File: config.mk
export PLATFORM = sky130hd
export DESIGN_NAME = srav_queue
export DESIGN_NICKNAME = d
export VERILOG_FILES = /design/src/design/srav_pkg.sv /design/src/design/srav_queue.sv
export SDC_FILE = /design/constraint.sdc
export NUM_CORES = 1
export LEC_CHECK = 0
export BUFFER_PORTS_ARGS = -buffer_cell sky130_fd_sc_hd__buf_2
export CAP_MARGIN = 0
export CORE_MARGIN = 1.5
export CORE_UTILIZATION = 39
export CTS_CLUSTER_SIZE = 16
export DETAILED_ROUTE_END_ITERATION = 10
export SYNTH_ARGS = -nofsm -noshare
export SYNTH_HDL_FRONTEND = slang
export SYNTH_SLANG_ARGS = --single-unit
export TNS_END_PERCENT = 20
File: constraint.sdc
create_clock -name clock -period 5.7 [get_ports clock]
set_clock_uncertainty 0.05 [all_clocks]
set_input_delay 0.285 -clock clock [delete_from_list [all_inputs] [get_ports clock]]
set_output_delay 0.285 -clock clock [all_outputs]
set_load 0.02 [all_outputs]
File: src/design/srav_pkg.sv
package srav_pkg;

   // Field and datapath widths
   localparam int ALT_W       = 24;
   localparam int DIFF_W      = ALT_W + 1;
   localparam int SPS_W       = 16;
   localparam int ALPHA_W     = 9;
   localparam int ALPHA_SHIFT = 8;
   localparam int ALPHA_ONE   = 1 << ALPHA_SHIFT;
   localparam int FRAC_W      = 7;
   localparam int RATE_W      = DIFF_W + SPS_W;
   localparam int SMOOTH_W    = 48;
   localparam int SUM_W       = 56;
   localparam int NEW_W       = RATE_W + ALPHA_W;
   localparam int OLD_W       = SMOOTH_W + ALPHA_W;
   localparam int MIX_W       = OLD_W + 1;
   localparam int MIX_HALF    = 1 << (ALPHA_SHIFT - 1);
   localparam int MUL_A_W     = SMOOTH_W;
   localparam int MUL_B_W     = SPS_W + 1;
   localparam int MUL_P_W     = MUL_A_W + MUL_B_W;
   localparam int OUT_W       = 32;

   // Window and mean divider
   localparam int WINDOW      = 24;
   localparam int CNT_W       = $clog2(WINDOW + 2);
   localparam int DIVISOR     = WINDOW * (1 << FRAC_W);
   localparam int DIV_HALF    = DIVISOR / 2;
   localparam int DIV_CHUNK_W = 16;
   localparam int QUO_W       = ((SUM_W + DIV_CHUNK_W) / DIV_CHUNK_W) * DIV_CHUNK_W;
   localparam int DIV_CHUNKS  = QUO_W / DIV_CHUNK_W;
   localparam int REM_W       = $clog2(DIVISOR);
   localparam int DIV_V_W     = REM_W + DIV_CHUNK_W;
   localparam int RECIP_SHIFT = DIV_V_W + REM_W;
   localparam int RECIP_W     = DIV_V_W + 2;
   localparam int PROD_W      = DIV_V_W + RECIP_W;
   localparam int STEP_W      = $clog2(DIV_CHUNKS);

   // Reciprocal of the divisor, exact for every partial dividend below DIVISOR << DIV_CHUNK_W
   localparam longint RECIP   = ((longint'(1) << RECIP_SHIFT) + longint'(DIVISOR) - 1)
                                / longint'(DIVISOR);

   // Command queue
   localparam int QUEUE_DEPTH = 2;
   localparam int QPTR_W      = $clog2(QUEUE_DEPTH);
   localparam int QCNT_W      = $clog2(QUEUE_DEPTH + 1);

   // Register port
   localparam int CSR_IDX_W   = 1;
   localparam int CSR_DATA_W  = SPS_W;
   localparam int ALPHA_RESET = 51;
   localparam int SPS_RESET   = 100;

   typedef logic [CSR_IDX_W-1:0] csr_index_type;
   localparam csr_index_type CSR_SMOOTHING_ALPHA    = 1'b0;
   localparam csr_index_type CSR_SAMPLES_PER_SECOND = 1'b1;

   typedef enum logic [1:0] {
      CMD_SEED,
      CMD_ACCUM,
      CMD_FINAL
   } cmd_kind_type;

   typedef struct packed {
      cmd_kind_type              kind;
      logic signed [DIFF_W-1:0]  diff;
   } cmd_type;

   typedef struct packed {
      logic [ALPHA_W:0]  alpha;
      logic [SPS_W-1:0]  sps;
   } cfg_type;

   typedef enum logic [3:0] {
      ST_IDLE,
      ST_MUL_RATE,
      ST_MUL_NEW,
      ST_MUL_OLD,
      ST_MIX,
      ST_ROUND,
      ST_ACCUM,
      ST_DIV_INIT,
      ST_DIV_MUL,
      ST_DIV_REM,
      ST_EMIT
   } back_state_type;

endpackage

File: src/design/srav_queue.sv
module srav_queue (
   input  logic               clock,
   input  logic               reset,
   input  logic               push,
   input  srav_pkg::cmd_type  push_cmd,
   output logic               full,
   input  logic               pop,
   output logic               empty,
   output srav_pkg::cmd_type  head_cmd
);
   import srav_pkg::*;

   cmd_type              entry_ff [QUEUE_DEPTH];
   logic [QPTR_W-1:0]    wr_ptr_ff, wr_ptr_in;
   logic [QPTR_W-1:0]    rd_ptr_ff, rd_ptr_in;
   logic [QCNT_W-1:0]    count_ff, count_in;

   assign full     = (count_ff == QCNT_W'(QUEUE_DEPTH));
   assign empty    = (count_ff == '0);
   assign head_cmd = entry_ff[rd_ptr_ff];

   // Advance pointers and fill count
   always_comb begin
      wr_ptr_in = wr_ptr_ff;
      rd_ptr_in = rd_ptr_ff;
      count_in  = count_ff;
      if (push) begin
         wr_ptr_in = (wr_ptr_ff == QPTR_W'(QUEUE_DEPTH - 1)) ? '0 : wr_ptr_ff + QPTR_W'(1);
      end
      if (pop) begin
         rd_ptr_in = (rd_ptr_ff == QPTR_W'(QUEUE_DEPTH - 1)) ? '0 : rd_ptr_ff + QPTR_W'(1);
      end
      if (push && !pop) begin
         count_in = count_ff + QCNT_W'(1);
      end else if (pop && !push) begin
         count_in = count_ff - QCNT_W'(1);
      end
   end

   always_ff @(posedge clock) begin
      if (reset) begin
         wr_ptr_ff <= '0;
         rd_ptr_ff <= '0;
         count_ff  <= '0;
      end else begin
         wr_ptr_ff <= wr_ptr_in;
         rd_ptr_ff <= rd_ptr_in;
         count_ff  <= count_in;
      end
   end

   // Store the pushed word
   always_ff @(posedge clock) begin
      if (push) begin
         entry_ff[wr_ptr_ff] <= push_cmd;
      end
   end

   a_count_bound: assert property (@(posedge clock) disable iff (reset)
      count_ff <= QCNT_W'(QUEUE_DEPTH))
      else $error("queue fill count beyond depth");

   a_count_up: assert property (@(posedge clock) disable iff (reset)
      (push && !pop) |=> (count_ff == $past(count_ff) + QCNT_W'(1)))
      else $error("queue fill count missed a push");

endmodule

After elaboration in Yosys (flattened, before gate mapping)
Memory sizes are Yosys's and may differ from the RTL's. A register that Yosys moved wholly into a read port is not among the register bits.
Cells that the tools add are included.
W data, S select, Z words.
{ "op_classes": {"n_addsub": 4, "eq_ne": 1, "mux": 8, "reduce_logical": 6} }
{ "ops": {"columns": ["cell", "n"], "rows": [
  ["$mux W1", 6],
  ["$mux W2", 2],
  ["$add A1 B1 Y1 const B", 2],
  ["$add A2 B1 Y2 const B", 1],
  ["$eq A2 B2 Y1 const B", 1],
  ["$logic_and A1 B1 Y1", 2],
  ["$logic_not A1 Y1", 2],
  ["$logic_not A2 Y1", 1],
  ["$reduce_bool A2 Y1", 1],
  ["$sub A2 B1 Y2 const B", 1]
]} }
{ "totals": {"register_bits": 4, "ram_bits": 54, "input_bits": 31, "output_inout_bits": 29, "wordCells": 23, "memories": 1} }
{ "mem_list": {"columns": ["name", "words", "width", "rd", "rd_ports_with_merged_regs", "wr", "line_no", "source"], "rows": [
  ["entry_ff", 2, 27, 1, 1, 1, "srav_queue.sv:13", "cmd_type entry_ff [QUEUE_DEPTH];"]
]} }

Depth between registers and ports, before layout
Gate-level depths: netlist of run 1.
{ "depth": {"depth_word": 4, "mapped_depth": 5, "mapped_depth_nobuf": 5} }

Worst setup path after synthesis of run 1
No wires, ideal clock.
{ "synth_path": {"kind": "register -> register", "from": "reg wr_ptr_ff", "to": "mem entry_ff[0][0] in the netlist's numbering, enable pin", "setup_time_ps": 414, "arrival_time_ps": 1548, "required_ps": 5236, "setup_slack_ps": 3688, "path_stages_with_launch": 2, "path_buffers": 0, "synth_period_minus_slack_ps": 2012, "cell_sequence": "dfxtp_1 nor2b_1"} }
{ "synth_lines": {"columns": ["element", "line_no", "source"], "rows": [
  ["start, declared", "srav_queue.sv:14", "logic [QPTR_W-1:0] wr_ptr_ff, wr_ptr_in;"],
  ["start signal, assigned", "srav_queue.sv:46", "wr_ptr_ff <= wr_ptr_in;"],
  ["end, declared", "srav_queue.sv:13", null]
]} }
No word-level cell before the write port.

==> metrics.csv, run 1 <==
metric,value,unit
fill_cells,452,
dp_hpwl,2590,microns
ioPinCount,60,
first_global_vias,1234,
synth_top_cell_area_share,0.753,
drive_above_1_share,0.559,
grt_start_max_net_pins,28,
synth.cell_area,2150,sq um
antenna_found_initial,0,
groute.usage.overall,0.143,
dieHeight,77.3,microns
dr_total_vias,1147,
syn-mean-instance-area,20.3,sq um
cp.arrival,2.05,ns
slowest_stage,dfxtp_1,
slew_violations,0,
clk_path_buf_depth,2,
cts_num_sinks,59,
grt_pass1_wl,6140,microns
clockPowerShare,0.347,
crit_type,register to output port,
die_area,5980,sq um
finalHoldViolations,0,
fmax,419,MHz
nets,207,
final_common_cell,buf_2,
required,5.37,ns
finalPower,0.000978,W
cts_root_buf,clkbuf_8,
fp-row-count,26,
regArea,1720,sq um
worstPathCellList,"mux2_2, buf_2",
seq_power_share,0.531,
status,completed,
postCtsHoldBufs,0,
antenna_cells,0,
wl_per_cell,15.6,microns
synthesis.instances,106,
firstDrtPassIters,4,
p_sw,0.000229,W
drt_wl_total,3890,microns
hold_path_class,input pin to register,
clkLatencyLatePin,0.32,ns
power.density_cell_area,361,nW/um^2
cts_tree,done,
netlist_top_cells_area,"edfxtp_1 (75%), mux2_2 (14%), dfxtp_1 (4.6%)",
die_w,77.3,microns
ys_seq_elements,59,
cap_violations,0,
io_buffers,59,
cts-buffers-inserted,9,
ys_warn_count,0,
ir_worst_vdd,0.000267,V
multi_input_area,410,sq um
drcViolationCount,0,
worstMarginPinSlew,1.19,ns
period_needed,2.38,ns
path_clk_slew,0.06,ns
worstSetupEndpointType,output port,
leakage,1.03,nW
synth_nets,138,
p_sw_frac,0.234,
rsz0062_at_grt,no,
synth_top_area_cell,edfxtp_1,
final_cell_mix,"buf_2 (59), edfxtp_1 (54), mux2_2 (27), clkbuf_8 (9)",
area_growth,25.7,%
place.gp.congestion,0.701,
setup_violations,0,
combPwrFrac,0.122,
drt_iter0_drc,63,
cts_max_level,3,
hold_ws,0.0969,ns
post-route-period-util,0.418,
intPower,0.000749,W
fin_tns_setup,0,ns
relSlewSlack,0.205,
coreArea,5200,sq um
slowest_delay,1.11,ns
viasPerCell,4.61,
path_max_fanout,27,
cts_setup_buffers,0,
ys_types,16,
grt_overflow,0,
start_kind,register,
postRouteAntennaNets,0,
ys_seq_area_frac,0.800,
start_util,0.414,
cts.repair.resized,0,
final cells by class:
cell class / instances / area share
tap: 70 / 0.0324
clock inverter: 5 / 0.0166
inverter: 1 / 0.00139
clock buffer: 10 / 0.0472
sequential: 59 / 0.636
multi-input combinational: 43 / 0.152
timing repair buffer: 61 / 0.115
path summary, 6_finish.rpt:
kind	slack, ns	cells past startpoint	start	end
min	0.1	1	push_cmd[0]	entry_ff[1][0]$_DFFE_PP_
max reg2reg	4.44	2	wr_ptr_ff$_SDFFE_PP0P_	entry_ff[1][20]$_DFFE_PP_
min reg2reg	0.49	2	rd_ptr_ff$_SDFFE_PP0P_	register
max	3.32	2	register	head_cmd[8]
state kept, by name, indices dropped and copies added, names as in the netlist, named ones only:
signal,flops
wr_ptr_ff,1
rd_ptr_ff,1
count_ff,2
entry_ff,54
logic make-up (layout without fill, tap and decap cells):
| logic type | count (synthesis) | after routing | synth area share |
|---|---|---|---|
| flip-flops | 59 | 59 | 0.800 |
| multiplexers | 27 | 27 | 0.141 |
| AND/OR/NAND/NOR | 9 | 9 | 0.0215 |
| XOR/XNOR | 4 | 4 | 0.0163 |
| buffers and inverters | 4 | 77 | 0.0110 |
| AO/OA/AOI/OAI | 2 | 2 | 0.00464 |
| adder cells (fa/ha/maj) | 1 | 1 | 0.00581 |
power by group through the flow:
stage	Combinational, W	Clock, W	Sequential, W
after CTS	0.000122	0.000349	0.000520
after global placement	0.000117	0	0.000527
final	0.000119	0.000340	0.000519
after global routing	0.000129	0.000369	0.000522
after floorplan	0.0000830	0	0.000519
after detailed placement	0.000121	0	0.000529
through the flow:
| stage | setup WS (ns) | utilization | cells | area (sq um) |
|---|---|---|---|---|
| CTS | 3.27 | 0.520 | 249 | 2710 |
| global route | 3.18 | 0.520 | 249 | 2710 |
| detailed placement | 3.63 | 0.487 | 234 | 2530 |
| global placement | 3.68 | 0.487 | 234 | 2530 |
| finish | 3.32 | 0.520 | 249 | 2710 |
| floorplan | 3.69 | - | 106 | 2150 |
worst max-delay path: cells and delay by family, from the launching register on:
family	cells	cell delay [ns]
buf+inv	1	0.16
mux	1	0.45
flops	1	1.11
cell usage after synthesis, drive strengths merged:
| library cell | n |
|---|---|
| inv | 1 |
| or3 | 1 |
| mux2 | 27 |
| o21ai | 1 |
| xnor2 | 2 |
| dfxtp | 5 |
| and2b | 1 |
| nor2 | 5 |
| a21oi | 1 |
| nor2b | 1 |
| and2 | 1 |
| edfxtp | 54 |
| xor2 | 2 |
| ha | 1 |
| buf | 3 |
per-layer routing:
layer  vias up  part of all wire  track usage
met5         -                 0            0
met4         0             0.015       0.0709
met3         6             0.070       0.0667
met2        37              0.51        0.219
met1       559              0.40        0.168
li1        545                 -            -
(Power assumes the default switching activity.)
==> run 2: changes to the inputs <==
--- a/config.mk
+++ b/config.mk
@@ -5,6 +5,7 @@
 export SDC_FILE = /design/constraint.sdc
 export NUM_CORES = 1
 export LEC_CHECK = 0
+export ABC_AREA = 1
 export BUFFER_PORTS_ARGS = -buffer_cell sky130_fd_sc_hd__buf_2
 export CAP_MARGIN = 0
 export CORE_MARGIN = 1.5
==> constraint.sdc (replaced) <==
create_clock -name clock -period 2.3 [get_ports clock]
set_clock_uncertainty 0.05 [all_clocks]
set_input_delay 0.115 -clock clock [delete_from_list [all_inputs] [get_ports clock]]
set_output_delay 0.115 -clock clock [all_outputs]
set_load 0.02 [all_outputs]
==> run 2 against run 1 <==
Total power grew to 2.5 times the previous value. Wire length shrank 2.8%. Clock power grew to 2.5 times the previous value. Synthesized cell count grew 10%. First-iteration DRC count shrank 17%. Combinational power grew to 3.1 times the previous value. Utilization grew 4.5 points. Cell area grew 16%. Sequential power grew 140%. Largest cell class unchanged. Setup slack lost 2.6 ns. Register-to-register slack lost 3.5 ns.
==> metrics.csv, run 2 <==
metric,value,unit
status,completed,
start_kind,register,
cts_max_level,3,
firstDrtPassIters,4,
ys_seq_elements,59,
dr_total_vias,1315,
fp-row-count,27,
area_growth,38.2,%
cap_violations,0,
cts_tree,done,
worstSetupEndpointType,output port,
io_buffers,59,
synthArstFlopShare,0,
setup_violations,0,
antenna_cells,0,
final_common_cell,buf_2,
antenna_found_initial,0,
synth_nets,149,
ys_types,16,
viasPerCell,4.47,
ys_warn_count,0,
yosysMostFrequentCell,edfxtp_1,
synth_top_cell_area_share,0.712,
final_cell_mix,"buf_2 (59), edfxtp_1 (54), dlygate4sd3_1 (30), mux2_4 (20)",
dieHeight,79.4,microns
ir_worst_vdd,0.000439,V
cts_root_buf,clkbuf_8,
synth_edf_count,54,
grt_pass1_wl,6010,microns
fmax,634,MHz
drt_wl_total,3780,microns
fin_tns_setup,0,ns
path_max_fanout,27,
clkLatencyLatePin,0.32,ns
postRouteAntennaNets,0,
drt_iter0_drc,52,
coreArea,5570,sq um
crit_type,register to output port,
fin_util,0.565,
worstMarginPinSlew,0.542,ns
hold_path_class,input pin to register,
post-route-period-util,0.686,
syn-mean-instance-area,19.5,sq um
slew_violations,0,
regMostFlops,entry_ff,
synthTopCellsByCount,"edfxtp_1 (54), mux2_4 (20), inv_1 (9)",
leakage,1.29,nW
drcViolationCount,0,
synth-main-ff-cell,edfxtp_1,
cts_setup_buffers,0,
reg.largest.list,"entry_ff (54), count_ff (2)",
ys_seq_area_frac,0.756,
dp_hpwl,2500,microns
fill_cells,479,
clk_path_buf_depth,2,
wl_per_cell,12.9,microns
grt_start_max_net_pins,28,
largest_register_ffs,54,
groute.usage.overall,0.135,
power.density_cell_area,789,nW/um^2
synth.cell_area,2280,sq um
drive_above_1_share,0.473,
cp.arrival,1.41,ns
ioPinCount,60,
first_global_vias,1335,
cts-buffers-inserted,9,
cts_num_sinks,59,
required,2.13,ns
worstPathCellList,"buf_12, mux2_2, buf_2",
nets,249,
die_w,79.4,microns
synthesis.instances,117,
grt_overflow,0,
finalHoldViolations,0,
start_util,0.409,
slowest_delay,0.37,ns
place.gp.congestion,0.675,
synth_top_area_cell,edfxtp_1,
die_area,6310,sq um
netlist_top_cells_area,"edfxtp_1 (71%), mux2_4 (13%), dfxtp_1 (4.4%)",
period_needed,1.58,ns
rsz0062_at_grt,no,
relSlewSlack,0.638,
slowest_stage,mux2_2,
path_clk_slew,0.06,ns
[run 2: cell count changes after synthesis, moves of 5 or more]
cell | before | now
nand2_1 | 0 | 5
mux2_2 | 27 | 7
mux2_4 | 0 | 20
inv_1 | 1 | 9
[run 2: what timing repair did]
item                      4_1_cts  5_1_grt
gates resized for setup         0        0
hold buffers                   30        0
hold endpoints to repair       57        0
[run 2: worst max-delay path, delay by kind of cell, from the launching register on]
family | cells | cell delay (ns)
buffers and inverters | 2 | 0.37
flip-flops | 1 | 0.34
multiplexers | 1 | 0.37
[run 2: routing by layer]
| layer | vias up | routed length, microns | track usage |
|---|---|---|---|
| met1 | 629 | 1540 | 0.138 |
| met4 | 0 | 108 | 0.0947 |
| met3 | 8 | 191 | 0.0389 |
| met5 | - | 0 | 0 |
| met2 | 40 | 1940 | 0.234 |
| li1 | 638 | - | - |
[run 2: cell type report]
type | instances | area (sq um) | share of cell area
clock inverter | 6 | 56.3 | 0.0179
inverter | 9 | 33.8 | 0.0107
clock buffer | 10 | 128 | 0.0405
tap | 72 | 90.1 | 0.0286
timing repair buffer | 92 | 643 | 0.204
multi-input combinational | 46 | 474 | 0.151
sequential | 59 | 1720 | 0.547
[run 2: final timing paths]
path | to | cells after the start | slack, ns | startpoint
hold / removal | wr_ptr_ff$_SDFFE_PP0P_ | 3 | 0.04 | push
setup reg to reg | entry_ff[1][2]$_DFFE_PP_ | 3 | 0.90 | wr_ptr_ff$_SDFFE_PP0P_
setup / recovery | head_cmd[12] | 3 | 0.72 | register
hold reg to reg | wr_ptr_ff$_SDFFE_PP0P_ | 2 | 0.47 | wr_ptr_ff$_SDFFE_PP0P_
[run 2: power breakdown]
group / total, W / switching (W) / internal (W) / leakage, nW
clock: 0.000861 / 0.000370 / 0.000490 / 0.0935
sequential: 0.00126 / 0.0000185 / 0.00124 / 0.549
combinational: 0.000367 / 0.000185 / 0.000182 / 0.645
total: 0.00248 / 0.000574 / 0.00191 / 1.29
[run 2: per-stage QoR]
| stage | hold slack [ns] | setup WS, ns | instance area, sq um | instances | power [W] |
|---|---|---|---|---|---|
| after global routing | 0.0812 | 0.652 | 3150 | 294 | 0.00259 |
| final | 0.0423 | 0.723 | 3150 | 294 | 0.00248 |
| after global placement | 0.255 | 0.929 | 2660 | 248 | 0.00160 |
| after detailed placement | 0.257 | 0.886 | 2660 | 248 | 0.00161 |
| after floorplan | 0.137 | 0.368 | 2280 | 117 | 0.00151 |
| after CTS | 0.0246 | 0.681 | 3150 | 294 | 0.00252 |
[run 2: cells by family (layout without fill, tap and decap cells)]
logic type / after synthesis / after routing / share of synthesized area
AO/OA/AOI/OAI: 2 / 2 / 0.00439
XOR/XNOR: 1 / 1 / 0.00384
adder cells (fa/ha/maj): 1 / 1 / 0.00549
buffers and inverters: 12 / 117 / 0.0373
flip-flops: 59 / 59 / 0.756
multiplexers: 27 / 27 / 0.166
AND/OR/NAND/NOR: 15 / 15 / 0.0269
==> run 3: changes to the inputs <==
--- a/config.mk
+++ b/config.mk
@@ -5,7 +5,7 @@
 export SDC_FILE = /design/constraint.sdc
 export NUM_CORES = 1
 export LEC_CHECK = 0
-export ABC_AREA = 1
+export ABC_AREA = 0
 export BUFFER_PORTS_ARGS = -buffer_cell sky130_fd_sc_hd__buf_2
 export CAP_MARGIN = 0
 export CORE_MARGIN = 1.5
==> constraint.sdc (replaced) <==
create_clock -name clock -period 1.28 [get_ports clock]
set_clock_uncertainty 0.05 [all_clocks]
set_input_delay 0.064 -clock clock [delete_from_list [all_inputs] [get_ports clock]]
set_output_delay 0.064 -clock clock [all_outputs]
set_load 0.02 [all_outputs]
==> run 3 against run 2 <==
The run now ends with setup timing left. Total power increased by 81%. Cell area increased by 6.9%. Final cell count fell by 2.7%. Utilization grew 8.2 points. Global-route usage rose by 1.3 points. Critical endpoint is now head_cmd[23]. Largest cell class unchanged. First-iteration DRC count decreased by 1.9%. Setup slack got worse by 0.93 ns. Sequential power is 83% higher.
==> metrics.csv, run 3 (same netlist as run 1, synthesis figures left out) <==
metric,value,unit
dp_slack,0.0731,ns
cap_violations,0,
worstMarginPinSlew,0.233,ns
area_growth,56.2,%
final_common_cell,edfxtp_1,
clk_path_buf_depth,2,
start_kind,register,
path_max_fanout,6,
design_area,3360,sq um
clkLatencyLatePin,0.32,ns
grt_pass1_wl,6490,microns
dieHeight,77.3,microns
rsz0062_at_grt,yes,
r2r-start,wr_ptr_ff$_SDFFE_PP0P_,
nets,244,
antenna_cells,0,
cp.arrival,1.37,ns
largest_register_ffs,54,
critPathTopFamily,flip-flops,
coreArea,5200,sq um
relSlewSlack,0.844,
slew_violations,0,
required,1.17,ns
period_needed,1.49,ns
path_clk_slew,0.06,ns
cts-buffers-inserted,9,
ioPinCount,60,
setup_violations,27,
status,finished with violations,
cts_root_buf,clkbuf_8,
groute.usage.overall,0.147,
first_global_vias,1371,
viasPerCell,4.48,
layout.cells.non_filler,286,
postRouteAntennaNets,0,
wl_per_cell,14.8,microns
fp-row-count,26,
dr_total_vias,1282,
die_w,77.3,microns
slowest_stage,dfxtp_4,
fill_cells,393,
violations,setup timing,
drcViolationCount,0,
fin_ws,-0.208,ns
post-route-period-util,1.16,
die_area,5980,sq um
drt_wl_total,4230,microns
placed_area,2570,sq um
drt_iter0_drc,51,
io_buffers,59,
cts_setup_buffers,0,
place.gp.congestion,0.664,
regMostFlops,entry_ff,
power.density_cell_area,1340,nW/um^2
hp-start,pop,
worstSetupEndpointType,output port,
crit_type,register to output port,
start_util,0.414,
grt_overflow,0,
slowest_delay,0.43,ns
ir_worst_vdd,0.000894,V
cts_tree,done,
cp_num_buf_inv,2,
dp_cells,239,
final_cell_mix,"edfxtp_1 (54), buf_2 (32), dlygate4sd3_1 (30), buf_6 (27), mux2_4 (22)",
worstPathCellList,"buf_12, mux2_2, buf_6",
hold_path_class,input pin to register,
grt_start_max_net_pins,17,
antenna_found_initial,0,
fmax,672,MHz
cts_num_sinks,59,
dp_hpwl,2640,microns
drive_above_1_share,0.523,
leakage,1.36,nW
cts_max_level,3,
finalHoldViolations,0,
firstDrtPassIters,4,
fin_util,0.646,
reg.largest.list,"entry_ff (54), count_ff (2)",
run 3: cell count changes in the layout (fill, tap and decap cells not counted), moves of 2 or more:
cell     delta
dfxtp_1     -2
nand2_1     -5
xor2_1      +2
mux2_4      +2
mux2_2      -2
inv_1       -8
buf_2      -27
buf_4       +4
buf_6      +27
run 3: worst reg2reg max path: stages (launching register included):
cell and delay [ns]:
dfxtp_2 0.34, xnor2_2 0.14, nor2_1 0.05, dlygate4sd3_1 0.54
run 3: path summary, 6_finish.rpt:
check,end,slack (ns),cells after the start
worst max-delay path,head_cmd[23],-0.21,3
worst min-delay path,count_ff[0]$_SDFFE_PP0P_,0.20,5
worst max register to register,wr_ptr_ff$_SDFFE_PP0P_,0.04,3
worst min register to register,count_ff[0]$_SDFFE_PP0P_,0.49,2
run 3: cell type report:
class / instances / area [sq um] / share of cell area
well taps: 70 / 87.6 / 0.0260
multi-input cells: 43 / 500 / 0.149
inverters: 1 / 3.75 / 0.00112
clock inverters: 4 / 18.8 / 0.00558
flip-flops and latches: 59 / 1730 / 0.514
repair buffers: 98 / 895 / 0.266
clock buffers: 11 / 131 / 0.0390
run 3: layer usage:
layer  up-vias  part of all wire  global-route usage
li1        619                 -                   -
met1       623              0.41               0.163
met2        32              0.55               0.254
met3         8             0.032              0.0393
met4         0             0.014              0.0873
met5         -                 0                   0
run 3: per-stage QoR:
step                      total power (W)  hold WS, ns  setup TNS, ns
after global placement            0.00288        0.202              0
after CTS                         0.00436        0.188          -5.72
after floorplan                   0.00268       0.0831         -11.88
after detailed placement          0.00291        0.205              0
after global routing              0.00470        0.283          -6.07
final                             0.00451        0.200          -4.95
run 3: what timing repair did:
| item | 4_1_cts | 5_1_grt |
|---|---|---|
| pin swaps | 0 | 0 |
| gates resized for setup | 21 | 67 |
| endpoints found under the hold margin | 59 | 0 |
| hold buffers | 30 | 0 |
| cloned | 1 | 1 |
| endpoints found under the setup margin | 27 | 29 |
run 3: power by group:
part           switching (W)  leakage (nW)  internal (W)
logic               0.000385         0.726      0.000510
registers          0.0000537         0.550       0.00225
clock network       0.000639        0.0804      0.000674
