## src/design/srav_pkg.sv

```systemverilog
package srav_pkg;

   // Field and datapath widths
   localparam int ALT_W       = 24;
   localparam int DIFF_W      = ALT_W + 1;
   localparam int SPS_W       = 16;
   localparam int ALPHA_W     = 9;
   localparam int ALPHA_SHIFT = 8;
   localparam int ALPHA_ONE   = 1 << ALPHA_SHIFT;
   localparam int FRAC_W      = 7;
   localparam int RATE_W      = DIFF_W + SPS_W;
   localparam int SMOOTH_W    = 48;
   localparam int SUM_W       = 56;
   localparam int NEW_W       = RATE_W + ALPHA_W;
   localparam int OLD_W       = SMOOTH_W + ALPHA_W;
   localparam int MIX_W       = OLD_W + 1;
   localparam int MIX_HALF    = 1 << (ALPHA_SHIFT - 1);
   localparam int MUL_A_W     = SMOOTH_W;
   localparam int MUL_B_W     = SPS_W + 1;
   localparam int MUL_P_W     = MUL_A_W + MUL_B_W;
   localparam int OUT_W       = 32;

   // Window and mean divider
   localparam int WINDOW      = 24;
   localparam int CNT_W       = $clog2(WINDOW + 2);
   localparam int DIVISOR     = WINDOW * (1 << FRAC_W);
   localparam int DIV_HALF    = DIVISOR / 2;
   localparam int DIV_CHUNK_W = 16;
   localparam int QUO_W       = ((SUM_W + DIV_CHUNK_W) / DIV_CHUNK_W) * DIV_CHUNK_W;
   localparam int DIV_CHUNKS  = QUO_W / DIV_CHUNK_W;
   localparam int REM_W       = $clog2(DIVISOR);
   localparam int DIV_V_W     = REM_W + DIV_CHUNK_W;
   localparam int RECIP_SHIFT = DIV_V_W + REM_W;
   localparam int RECIP_W     = DIV_V_W + 2;
   localparam int PROD_W      = DIV_V_W + RECIP_W;
   localparam int STEP_W      = $clog2(DIV_CHUNKS);

   // Reciprocal of the divisor, exact for every partial dividend below DIVISOR << DIV_CHUNK_W
   localparam longint RECIP   = ((longint'(1) << RECIP_SHIFT) + longint'(DIVISOR) - 1)
                                / longint'(DIVISOR);

   // Command queue
   localparam int QUEUE_DEPTH = 2;
   localparam int QPTR_W      = $clog2(QUEUE_DEPTH);
   localparam int QCNT_W      = $clog2(QUEUE_DEPTH + 1);

   // Register port
   localparam int CSR_IDX_W   = 1;
   localparam int CSR_DATA_W  = SPS_W;
   localparam int ALPHA_RESET = 51;
   localparam int SPS_RESET   = 100;

   typedef logic [CSR_IDX_W-1:0] csr_index_type;
   localparam csr_index_type CSR_SMOOTHING_ALPHA    = 1'b0;
   localparam csr_index_type CSR_SAMPLES_PER_SECOND = 1'b1;

   typedef enum logic [1:0] {
      CMD_SEED,
      CMD_ACCUM,
      CMD_FINAL
   } cmd_kind_type;

   typedef struct packed {
      cmd_kind_type              kind;
      logic signed [DIFF_W-1:0]  diff;
   } cmd_type;

   typedef struct packed {
      logic [ALPHA_W:0]  alpha;
      logic [SPS_W-1:0]  sps;
   } cfg_type;

   typedef enum logic [3:0] {
      ST_IDLE,
      ST_MUL_RATE,
      ST_MUL_NEW,
      ST_MUL_OLD,
      ST_MIX,
      ST_ROUND,
      ST_ACCUM,
      ST_DIV_INIT,
      ST_DIV_MUL,
      ST_DIV_REM,
      ST_EMIT
   } back_state_type;

endpackage

```

## src/design/srav_req_if.sv

```systemverilog
interface srav_req_if;
   import srav_pkg::*;

   logic                     valid;
   logic                     ready;
   logic signed [ALT_W-1:0]  altitude;

   modport source (output valid, output altitude, input ready);
   modport sink   (input valid, input altitude, output ready);
endinterface

```

## src/design/srav_front.sv

```systemverilog
module srav_front (
   input  logic               clock,
   input  logic               reset,
   srav_req_if.sink           req,
   input  logic               queue_full,
   output logic               push_valid,
   output srav_pkg::cmd_type  push_cmd
);
   import srav_pkg::*;

   logic [CNT_W-1:0]         count_ff, count_in;
   logic signed [ALT_W-1:0]  last_ff, last_in;
   logic                     accept;

   // Take a word whenever the queue has room
   assign req.ready = !queue_full;
   assign accept    = req.valid && req.ready;

   // Classify the sample by its place in the window
   always_comb begin
      count_in      = count_ff;
      last_in       = last_ff;
      push_valid    = 1'b0;
      push_cmd.kind = CMD_ACCUM;
      push_cmd.diff = DIFF_W'(last_ff) - DIFF_W'(req.altitude);
      if (accept) begin
         last_in = req.altitude;
         if (count_ff == '0) begin
            count_in = CNT_W'(1);
         end else if (count_ff == CNT_W'(1)) begin
            count_in = CNT_W'(2);
         end else begin
            push_valid = 1'b1;
            if (count_ff == CNT_W'(2)) begin
               push_cmd.kind = CMD_SEED;
               count_in      = count_ff + CNT_W'(1);
            end else if (count_ff == CNT_W'(WINDOW + 1)) begin
               push_cmd.kind = CMD_FINAL;
               count_in      = '0;
            end else begin
               count_in = count_ff + CNT_W'(1);
            end
         end
      end
   end

   always_ff @(posedge clock) begin
      if (reset) begin
         count_ff <= '0;
         last_ff  <= '0;
      end else begin
         count_ff <= count_in;
         last_ff  <= last_in;
      end
   end

endmodule

```

## src/flat_wrapper.sv

```systemverilog
// flat-port wrapper written by rule: the top's interface ports become plain ports
module srav_front_flat import srav_pkg::*;
  (clock, reset, queue_full, push_valid, push_cmd, req_valid, req_altitude, req_ready);
  srav_req_if req_i ();
  input  logic clock;
  input  logic reset;
  input  logic queue_full;
  output logic push_valid;
  output srav_pkg::cmd_type push_cmd;
  input wire logic [$bits(req_i.valid)-1:0] req_valid;
  input wire logic [$bits(req_i.altitude)-1:0] req_altitude;
  output wire logic [$bits(req_i.ready)-1:0] req_ready;
  assign req_i.valid = req_valid;
  assign req_i.altitude = req_altitude;
  assign req_ready = req_i.ready;
  srav_front u_core (.clock(clock), .reset(reset), .req(req_i), .queue_full(queue_full), .push_valid(push_valid), .push_cmd(push_cmd));
endmodule
```

## config.mk

```make
export PLATFORM = sky130hd
export DESIGN_NAME = srav_front_flat
export DESIGN_NICKNAME = d
export VERILOG_FILES = /design/src/design/srav_pkg.sv /design/src/design/srav_req_if.sv /design/src/design/srav_front.sv /design/src/flat_wrapper.sv
export SDC_FILE = /design/constraint.sdc
export NUM_CORES = 1
export LEC_CHECK = 0
export BUFFER_PORTS_ARGS = -buffer_cell sky130_fd_sc_hd__buf_2
export CAP_MARGIN = 5
export CELL_PAD_IN_SITES_DETAIL_PLACEMENT = 0
export CELL_PAD_IN_SITES_GLOBAL_PLACEMENT = 2
export CORE_UTILIZATION = 33
export DETAILED_ROUTE_END_ITERATION = 16
export HOLD_SLACK_MARGIN = 0.08
export PLACE_DENSITY_LB_ADDON = 0.1
export SLEW_MARGIN = 20
export SYNTH_ARGS = -nofsm -noshare
export SYNTH_HDL_FRONTEND = slang
export SYNTH_SLANG_ARGS = --single-unit
export TNS_END_PERCENT = 10
```

## constraint.sdc

```tcl
create_clock -name clock -period 4 [get_ports clock]
set_clock_uncertainty 0.05 [all_clocks]
set_input_delay 0.6 -clock clock [delete_from_list [all_inputs] [get_ports clock]]
set_output_delay 0.6 -clock clock [all_outputs]
set_load 0.02 [all_outputs]
```

### Word-level counts from Yosys, hierarchy flattened

Index checks and enable logic that the tools add are counted.

| storage, ports and cells | value |
|---|---|
| bits of input ports | 28 |
| word-level logic and storage cells | 22 |
| register bits | 29 |
| output and inout bits | 29 |

| cells by class | value |
|---|---|
| equality and inequality tests | 3 |
| reduce and logical (&&, ||, !) cells | 3 |
| multiplexer cells | 12 |
| add/subtract/negate cells | 2 |

Operators with widths:

| operator | number |
|---|---|
| 24-bit by 24-bit subtractor with 25-bit output | 1 |
| 5-bit 2-to-1 mux | 4 |
| 2-bit 2-to-1 mux | 5 |
| 5-bit by 1-bit adder with 5-bit output, second input constant | 1 |
| 5-bit by 1-bit == test with 1-bit output, second input constant | 1 |
| 5-bit by 2-bit == test with 1-bit output, second input constant | 1 |
| 5-bit == test, second input constant | 1 |
| 5-bit zero test | 1 |
| 1-bit 2-to-1 mux | 3 |
| 1-bit logical AND | 1 |
| 1-bit zero test | 1 |

### Depth between registers and ports, before layout

Gate-level depths: netlist of run 1.

| depth | value |
|---|---|
| word-level depth | 6 |
| depth in mapped cells | 9 |

### Least setup slack after synthesis of run 1

Ideal clock, no wire load.

| timing | value |
|---|---|
| path kind | input-to-output |
| from | input port req_altitude[0] |
| to | output port push_cmd[16] in the netlist's numbering |
| data arrival time | 2.367 ns |
| stages | 8 |
| setup slack | 0.983 ns |
| cell sequence | ha_1 > fa_1 > nor2b_4 > o31ai_2 > a211oi_1 > nor3_1 > o21ai_1 > xor2_1 |

RTL lines:

| element | line | text |
|---|---|---|
| start: declaration | flat_wrapper.sv:11 | `input wire logic [$bits(req_i.altitude)-1:0] req_altitude;` |
| end: declaration | flat_wrapper.sv:9 | `output srav_pkg::cmd_type push_cmd;` |

==> flow_metrics.env, run 1 <==
export IMPL_p_seq_share_pct=32.3
export IMPL_syn2layout_area_growth_pct=18.7
export IMPL_start_util_pct=33.9
export IMPL_total_leakage_power_nw=1.53
export IMPL_synthXorXnorAreaFrac_pct=6.38
export IMPL_clock_latency_ns=0.28
export IMPL_status="finished, final reports clean"
export IMPL_drive_above_1_share_pct=19.3
export IMPL_ios=57
export IMPL_ctsResizeCount=0
export IMPL_yosysWarnings=0
export IMPL_synthMuxAreaShare_pct=0
export IMPL_rows=32
export IMPL_place_ws_ns=0.666
export IMPL_cts_sinks=29
export IMPL_die_area_sq_um=8260
export IMPL_grt_overflow=0
export IMPL_yosys_top_cells_area="dfxtp_1 22%, ha_1 13%, a21oi_1 9.8%, nand2_1 9.5%, inv_1 5.3%"
export IMPL_drv_slew=0
export IMPL_antenna_found_initial=0
export IMPL_synth_avg_cell_area_sq_um=7.19
export IMPL_yosys_area_share_simple_pct=23.5
export IMPL_syn_num_nets=420
export IMPL_diodes=0
export IMPL_grt_pass1_wl_um=11700
export IMPL_drt_total_wl_um=6890
export IMPL_clkPwrFrac_pct=34.2
export IMPL_cts_root_buf="clkbuf_8"
export IMPL_vias=2567
export IMPL_rsz0062_at_grt="false"
export IMPL_synth_seq_cells=29
export IMPL_p_sw_share_pct=34.3
export IMPL_crit_top_cell="buf_2"
export IMPL_hold_viol=0
export IMPL_required_ns=3.35
export IMPL_grt_max_degree=32
export IMPL_yosys_area_top_type_share_pct=22.3
export IMPL_power_density_nw_per_um2=308
export IMPL_path_clk_slew_ns=0.06
export IMPL_worst_pin_slew_ns=0.604
export IMPL_timing_fmax_mhz=300
export IMPL_cp_arrival_ns=2.68
export IMPL_synth_edf_count=0
export IMPL_regArea_sq_um=581
export IMPL_synth_adder_area_share_pct=14.2
export IMPL_wire_per_inst_um=13.4
export IMPL_synth_top_area_cell="dfxtp_1"
export IMPL_synthDistinctLibCells=54
export IMPL_core_region_area_sq_um=7690
export IMPL_synth_top_family_by_area="compound AO/OA/AOI/OAI gates"
export IMPL_num_fill_cells=845
export IMPL_yosysSeqAreaShare_pct=22.3
export IMPL_hold_buffers=0
export IMPL_fin_crit_ns=3.33
export IMPL_die_y_um=90.9
export IMPL_cts_buffer_depth=2
export IMPL_path_class="input pin to output pin"
export IMPL_grt_met1_usage_pct=25.2
export IMPL_cts_tree="done"
export IMPL_multi_input_area_sq_um=1830
export IMPL_die_x_um=90.9
export IMPL_p_sw_w=0.000327
export IMPL_netlist_instances=363
export IMPL_dr_pass1_iters=4
export IMPL_initialDrtViolationCount=91
export IMPL_fin_crit_sh_pct=83.4
export IMPL_combPwrFrac_pct=33.5
export IMPL_post_cts_setup_buffers=0
export IMPL_use_met3_pct=3.54
export IMPL_hold_path_class="flip-flop to flip-flop"
export IMPL_async_flop_share_pct=0
export IMPL_antenna_left=0
export IMPL_synth_compound_area_share_pct=26.1
export IMPL_worst_path_largest_cell_delay_ns=0.38
export IMPL_ys_flop_type="dfxtp_1"
export IMPL_grt_util_all_layers_pct=17.7
export IMPL_grt_pass1_vias=2424
export IMPL_post_dp_hpwl_um=5290
export IMPL_viasPerCell=4.97
export IMPL_worst_path_max_fanout=4
export IMPL_irDropWorstVdd_uv=141
export IMPL_finalSetupViolCount=0
export IMPL_grt_busiest_layer="met2"
export IMPL_htreeDepth=2
export IMPL_drc=0
export IMPL_setup_slack_ns=0.666
export IMPL_setup_tns_ns=0
export IMPL_worst_setup_path_end_kind="output pin"
export IMPL_gp_congestion=0.777
export IMPL_final_nets=470
export IMPL_cap_violations=0
export IMPL_use_met2_pct=26.8
export IMPL_slew_headroom_pct=58.7
export IMPL_cts_buffers=5
export IMPL_internal_power_w=0.000625
export IMPL_slowest_stage="or3_4"
export IMPL_port_buffers=56
export IMPL_worst_setup_path_start_kind="input pin"
export IMPL_syn_area_sq_um=2610
export IMPL_crit_chain="buf_2 -> inv_1 -> ha_1 -> nor2b_4 -> o31ai_2 -> a211oi_1 -> or3_4 -> a41o_1 -> nor3_2 -> buf_2"
-- cells in the final DEF (no fill, tap or decap), drive strengths merged, types with 2 or more instances in the layout --
| master | instances |
|---|---|
| nand2 | 66 |
| buf | 58 |
| a21oi | 53 |
| inv | 37 |
| dfxtp | 29 |
| ha | 28 |
| o21ai | 16 |
| nor2 | 13 |
| a21o | 12 |
| xnor2 | 12 |
| nand3 | 8 |
| xor2 | 7 |
| and3 | 6 |
| clkbuf | 6 |
| nor3 | 6 |
| nor2b | 6 |
| a211oi | 5 |
| nand2b | 5 |
| or3 | 4 |
| and2 | 3 |
| a221oi | 3 |
| o211ai | 2 |
| o21bai | 2 |
| o21a | 2 |
| a31oi | 2 |
| nor3b | 2 |
| nor4b | 2 |
-- worst paths after layout --
path                      startpoint            endpoint  slack [ns]  cells past startpoint
hold reg to reg   u_core.last_ff[16]  u_core.last_ff[16]        0.41                      2
setup / recovery     req_altitude[2]        push_cmd[20]        0.67                     10
setup reg to reg  u_core.count_ff[0]  u_core.count_ff[4]        2.18                      7
hold / removal    u_core.last_ff[16]  u_core.last_ff[16]        0.41                      2
-- registers in the layout, summed over array words and instances (netlist names) --
register         flops
u_core.last_ff      24
u_core.count_ff      5
-- logic make-up after synthesis --
family | Yosys count
simple gates | 126
flops | 29
compound gates | 108
xor+xnor | 19
fa+ha+maj | 29
buf+inv | 52
-- routing by layer --
layer | wire length [um] | vias to the layer above
met5 | 0 | -
met4 | 65 | 0
met3 | 346 | 4
met2 | 2870 | 55
met1 | 3610 | 1160
li1 | - | 1348
-- synth_stat cells (2+ instances only) --
cell and n:
o21bai_1 2, xnor2_1 12, inv_1 37, a21o_1 12, nor2b_1 5, xor2_1 7, and2_1 2, a31oi_1 2
a221oi_1 2, dfxtp_1 29, o21ai_1 3, nor3_1 5, nand2_1 66, o211ai_1 2, a211oi_1 5, buf_2 2
nand2b_1 5, and3_1 6, nor3b_1 2, o21a_1 2, nand3_1 8, nor2_1 13, or3_1 3, ha_1 28
a21oi_2 2, clkbuf_1 12, o21ai_0 12, a21oi_1 51
-- stage by stage --
| stage | hold slack, ns | utilization (%) | power, W | instances | area, sq um |
|---|---|---|---|---|---|
| after floorplan | 0.386 | - | 0.000539 | 363 | 2610 |
| after global placement | 0.395 | 38.7 | 0.000634 | 508 | 2980 |
| after detailed placement | 0.403 | 38.7 | 0.000634 | 508 | 2980 |
| after CTS | 0.412 | 40.3 | 0.000970 | 516 | 3100 |
| after global routing | 0.428 | 40.3 | 0.00102 | 516 | 3100 |
| final | 0.409 | 40.3 | 0.000953 | 516 | 3100 |
-- critical path: cells and delay by family --
kind | cells | cell delay, ns
AOI/OAI and AO/OA | 3 | 0.77
and+or+nand+nor | 3 | 0.67
adders and majority gates | 1 | 0.34
buffers and inverters | 3 | 0.31
-- cell type report --
class	count	area share, %
Clock inverter	2	1.21
Timing Repair Buffer	58	9.54
Clock buffer	6	2.67
Sequential cell	29	18.8
Multi-Input combinational cell	282	59.2
Inverter	37	4.49
Tap cell	102	4.12
-- power groups by stage --
stage	combinational [W]	sequential [W]	clock [W]
4_1_cts	0.000321	0.000308	0.000342
5_1_grt	0.000353	0.000309	0.000357
3_5_place_dp	0.000320	0.000314	0
6_report	0.000319	0.000308	0.000326
2_1_floorplan	0.000226	0.000313	0
3_3_place_gp	0.000320	0.000314	0
Note: power is estimated with default switching activity, not from simulation.
==> run 2: changes to the inputs <==
Settings changed: CORE_UTILIZATION 33 to 27.
Clock period 4 ns to 2.8 ns, I/O delays scaled along.
==> run 2 against run 1 <==
Against the previous run: via count increased by 2.1%; critical path depth unchanged; the run now ends with setup timing left; sequential share of layout area decreased by 1.4 points; die area increased by 22%; sequential cell count unchanged; largest cell class unchanged; combinational power is 59% higher; worst setup slack worse by 0.73 ns; core utilization is 4.2 points lower; sequential power grew 43%; clock-buffer cell count is the same.
==> flow_metrics.env, run 2 (synthesis gave the netlist of run 1 again) <==
export IMPL_irDropWorstVdd_uv=176
export IMPL_hold_viol=0
export IMPL_cts_buffer_depth=2
export IMPL_die_x_um=100
export IMPL_antenna_left=0
export IMPL_required_ns=2.33
export IMPL_status="finished, violations left"
export IMPL_slowest_stage="or3_4"
export IMPL_drc=0
export IMPL_rsz0062_at_grt="true"
export IMPL_die_area_sq_um=10100
export IMPL_power_density_nw_per_um2=384
export IMPL_cts_sinks=29
export IMPL_largest_register_ffs=24
export IMPL_final_cell_mix="66 x nand2_1, 51 x buf_2, 48 x a21oi_1, 36 x inv_1, 30 x buf_4"
export IMPL_path_class="flip-flop to output pin"
export IMPL_r2r_start="u_core.count_ff[0]"
export IMPL_timing_fmax_mhz=349
export IMPL_cts_tree="done"
export IMPL_syn2layout_area_growth_pct=28.5
export IMPL_ios=57
export IMPL_start_util_pct=28.1
export IMPL_final_nets=493
export IMPL_whs_ns=0.332
export IMPL_clock_latency_ns=0.27
export IMPL_grt_max_degree=30
export IMPL_multi_input_area_sq_um=1910
export IMPL_hp_start="req_altitude[2]"
export IMPL_crit_path_start="u_core.last_ff[0]"
export IMPL_post_layout_nonfiller_instances=566
export IMPL_total_leakage_power_nw=1.65
export IMPL_setup_tns_ns=-0.181
export IMPL_htreeDepth=2
export IMPL_worst_pin_slew_ns=0.635
export IMPL_drv_slew=0
export IMPL_hold_path_class="input pin to flip-flop"
export IMPL_place_ws_ns=-0.193
export IMPL_cts_buffers=5
export IMPL_grt_pass1_vias=2440
export IMPL_cp_arrival_ns=2.40
export IMPL_finalSetupViolCount=4
export IMPL_worst_path_max_fanout=3
export IMPL_die_y_um=100
export IMPL_worst_setup_path_end_kind="output pin"
export IMPL_diodes=0
export IMPL_grt_util_all_layers_pct=15.0
export IMPL_ff2ff_setup_slack_ns=0.95
export IMPL_core_region_area_sq_um=9280
export IMPL_violations="setup timing"
export IMPL_drt_total_wl_um=7240
export IMPL_port_buffers=56
export IMPL_post_cts_setup_buffers=0
export IMPL_cap_violations=0
export IMPL_worst_path_largest_cell_delay_ns=0.41
export IMPL_worst_setup_path_start_kind="flip-flop"
export IMPL_placed_cells=558
export IMPL_viasPerCell=4.63
export IMPL_grt_pass1_wl_um=12000
export IMPL_slew_headroom_pct=56.5
export IMPL_grt_overflow=0
export IMPL_regArea_sq_um=582
export IMPL_initialDrtViolationCount=114
export IMPL_cts_root_buf="clkbuf_8"
export IMPL_path_clk_slew_ns=0.07
export IMPL_drive_above_1_share_pct=26.8
export IMPL_num_fill_cells=1078
export IMPL_wire_per_inst_um=12.8
export IMPL_fin_crit_ns=2.87
export IMPL_top_regs="u_core.last_ff: 24 flops, u_core.count_ff: 5 flops"
export IMPL_post_dp_hpwl_um=5730
export IMPL_fin_crit_sh_pct=102
export IMPL_dr_pass1_iters=4
export IMPL_gp_congestion=0.787
export IMPL_antenna_found_initial=0
export IMPL_rows=35
export IMPL_setup_slack_ns=-0.0692
export IMPL_final_common_cell="nand2_1"
export IMPL_vias=2620
export IMPL_largest_register="u_core.last_ff"
export IMPL_crit_chain="inv_2 -> ha_4 -> fa_2 -> nor2b_4 -> o31ai_4 -> a211oi_2 -> or3_4 -> nor4b_4 -> nor3_2 -> buf_4"
## run 2: changes by cell type in the layout (fill, tap and decap cells not counted), moves of 3 or more
cell     before  now
buf_4         2   30
buf_2        56   51
o21ai_0      12    8
a21oi_1      51   48
a21oi_2       2    5
ha_1         28   25
## run 2: cell type report
class / instances / share of cell area, %
inverters: 37 / 4.14
clock buffers: 6 / 2.16
multi-input cells: 282 / 56.9
repair buffers: 81 / 14.3
clock inverters: 2 / 0.299
well taps: 129 / 4.82
flip-flops and latches: 29 / 17.4
## run 2: through the flow
step	util [%]	area (sq um)	power [W]
2_1_floorplan	-	2610	0.000769
3_5_place_dp	34.3	3180	0.000940
4_1_cts	35.5	3300	0.00130
5_1_grt	36.1	3350	0.00138
3_3_place_gp	34.3	3180	0.000942
6_report	36.1	3350	0.00129
## run 2: routing by layer
layer | vias up | routed length (um) | track usage [%]
met1 | 1187 | 3860 | 21.3
met4 | 0 | 39 | 3.34
met2 | 37 | 3110 | 23.6
li1 | 1392 | - | -
met5 | - | 0 | 0
met3 | 4 | 226 | 2.37
## run 2: critical path: cells and delay by family (launching register included)
family                   cells  cell delay, ns
buffers and inverters        2            0.21
AO/OA/AOI/OAI                2            0.45
AND/OR/NAND/NOR              4            0.77
adder cells (fa/ha/maj)      2            0.35
flip-flops                   1            0.33
## run 2: path summary, 6_finish.rpt
path	to	cells past startpoint
min reg2reg	u_core.last_ff[12]	2
min	u_core.last_ff[2]	3
max	push_cmd[20]	10
max reg2reg	u_core.count_ff[4]	7
## run 2: timing repair
| item | CTS | global route |
|---|---|---|
| hold buffers | 0 | 0 |
| hold endpoints to repair | 0 | 0 |
| pin swaps | 3 | 10 |
| setup endpoints to repair | 12 | 12 |
| gates cloned | 0 | 0 |
| resized for setup | 11 | 16 |
## run 2: power breakdown
part           internal, W  switching (W)  leakage (nW)
logic             0.000214       0.000293          1.37
registers         0.000430      0.0000102         0.237
clock network     0.000172       0.000169        0.0450
total             0.000816       0.000473          1.65
==> run 3: changes to the inputs <==
Settings changed: REMOVE_ABC_BUFFERS set to 1.
==> run 3 against run 2 <==
Against the previous run: the flow still finishes with violations (setup timing); critical path depth stayed put; sequential power about the same; register-to-register slack lost 0.02 ns; worst setup slack improved by 0.033 ns; final area up 3.5%; global-route usage up 0.41 points; sequential cell count unchanged; clock-buffer cell count unchanged; cell count grew 0.35%; critical path type unchanged; largest cell class unchanged; first-iteration DRC count shrank 24%; maximum frequency rose by 1.2%; non-clock buffer count is 2 higher.
==> flow_metrics.env, run 3 (synthesis gave the netlist of run 1 again) <==
export IMPL_grt_max_degree=30
export IMPL_hold_buffers=0
export IMPL_post_layout_nonfiller_instances=568
export IMPL_worst_setup_path_start_kind="flip-flop"
export IMPL_vias=2634
export IMPL_regArea_sq_um=582
export IMPL_antenna_left=0
export IMPL_irDropWorstVdd_uv=289
export IMPL_gp_congestion=0.782
export IMPL_worst_setup_path_end_kind="output pin"
export IMPL_die_x_um=100
export IMPL_finalSetupViolCount=4
export IMPL_final_common_cell="nand2_1"
export IMPL_grt_pass1_wl_um=12300
export IMPL_placed_cells=559
export IMPL_wire_per_inst_um=13.0
export IMPL_multi_input_area_sq_um=1960
export IMPL_drv_slew=0
export IMPL_worst_pin_slew_ns=0.673
export IMPL_diodes=0
export IMPL_num_fill_cells=1027
export IMPL_setup_slack_ns=-0.0365
export IMPL_cts_tree="done"
export IMPL_grt_util_all_layers_pct=15.4
export IMPL_fin_util_pct=37.4
export IMPL_hold_path_class="input pin to flip-flop"
export IMPL_total_leakage_power_nw=1.68
export IMPL_cp_arrival_ns=2.37
export IMPL_required_ns=2.33
export IMPL_rsz0062_at_grt="true"
export IMPL_die_y_um=100
export IMPL_largest_register="u_core.last_ff"
export IMPL_port_buffers=56
export IMPL_worst_path_max_fanout=3
export IMPL_path_class="flip-flop to output pin"
export IMPL_drc=0
export IMPL_start_util_pct=28.1
export IMPL_initialDrtViolationCount=87
export IMPL_p_sw_share_pct=34.5
export IMPL_fin_crit_sh_pct=101
export IMPL_cts_root_buf="clkbuf_8"
export IMPL_top_regs="u_core.last_ff: 24 flops, u_core.count_ff: 5 flops"
export IMPL_violations="setup timing"
export IMPL_hold_viol=0
export IMPL_die_area_sq_um=10100
export IMPL_drt_total_wl_um=7400
export IMPL_slew_headroom_pct=55.1
export IMPL_combPwrFrac_pct=36.4
export IMPL_syn2layout_area_growth_pct=32.9
export IMPL_viasPerCell=4.64
export IMPL_rows=35
export IMPL_ios=57
export IMPL_cts_sinks=29
export IMPL_path_clk_slew_ns=0.07
export IMPL_final_nets=495
export IMPL_dr_pass1_iters=4
export IMPL_grt_pass1_vias=2598
export IMPL_status="finished, violations left"
export IMPL_fin_crit_ns=2.84
export IMPL_grt_overflow=0
export IMPL_cts_buffer_depth=2
export IMPL_cts_buffers=5
export IMPL_whs_ns=0.328
export IMPL_core_region_area_sq_um=9280
export IMPL_antenna_found_initial=0
export IMPL_htreeDepth=2
export IMPL_drive_above_1_share_pct=29.4
export IMPL_post_dp_hpwl_um=5620
export IMPL_timing_fmax_mhz=353
export IMPL_clock_latency_ns=0.28
export IMPL_setup_tns_ns=-0.0868
export IMPL_cap_violations=0
export IMPL_power_density_nw_per_um2=414
export IMPL_p_seq_share_pct=30.6
export IMPL_p_sw_w=0.000496
export IMPL_largest_register_ffs=24
export IMPL_internal_power_w=0.000942
export IMPL_final_cell_mix="66 x nand2_1, 46 x buf_2, 43 x a21oi_1, 37 x buf_4, 36 x inv_1"
export IMPL_clkPwrFrac_pct=33.0
## run 3: cell types whose count changed in the layout (fill, tap and decap cells not counted), sizes merged
cell / delta
buf: +2
clkinvlp: +1
clkinv: -2
bufinv: +1
## run 3: final timing paths
path / endpoint / slack, ns / from / depth (start not counted)
min: u_core.last_ff[2] / 0.33 / req_altitude[2] / 3
max reg2reg: u_core.count_ff[3] / 0.93 / u_core.count_ff[0] / 7
min reg2reg: u_core.last_ff[21] / 0.41 / u_core.last_ff[21] / 2
max: push_cmd[14] / -0.04 / u_core.last_ff[0] / 10
## run 3: power groups by stage
stage / Sequential (W) / Clock [W] / Combinational, W
2_1_floorplan: 0.000447 / 0 / 0.000315
3_5_place_dp: 0.000449 / 0 / 0.000492
4_1_cts: 0.000440 / 0.000494 / 0.000507
6_report: 0.000440 / 0.000474 / 0.000524
5_1_grt: 0.000442 / 0.000513 / 0.000579
3_3_place_gp: 0.000449 / 0 / 0.000493
## run 3: layer usage
metal	GRT usage (%)	wire [um]	vias to the layer above
li1	-	-	1401
met1	20.6	3730	1189
met2	25.4	3360	40
met3	2.92	243	4
met4	3.57	65	0
met5	0	0	-
## run 3: through the flow
step / total power [W] / worst slack (ns) / instance area, sq um
6_report: 0.00144 / -0.0365 / 3470
5_1_grt: 0.00153 / -0.153 / 3470
4_1_cts: 0.00144 / -0.103 / 3360
3_5_place_dp: 0.000941 / -0.219 / 3190
3_3_place_gp: 0.000942 / -0.196 / 3190
2_1_floorplan: 0.000761 / 0.143 / 2550
## run 3: critical path, stage by stage (launching register included)
cell	delay [ns]
dfxtp_2	0.33
inv_2	0.05
ha_4	0.13
fa_2	0.23
nor2b_4	0.05
o31ai_4	0.27
a211oi_4	0.12
or4_4	0.43
a21oi_2	0.15
xnor2_1	0.15
buf_4	0.18
## run 3: cell type report
cell class | count | share of cell area [%]
well taps | 129 | 4.65
multi-input cells | 282 | 56.5
repair buffers | 83 | 14.6
inverters | 37 | 4.00
clock inverters | 2 | 1.08
flip-flops and latches | 29 | 16.8
clock buffers | 6 | 2.38
## run 3: repair_timing
action,in CTS,in global routing
pin swaps,8,5
gates resized for setup,16,26
setup endpoints to repair,12,15
buffers inserted,1,1
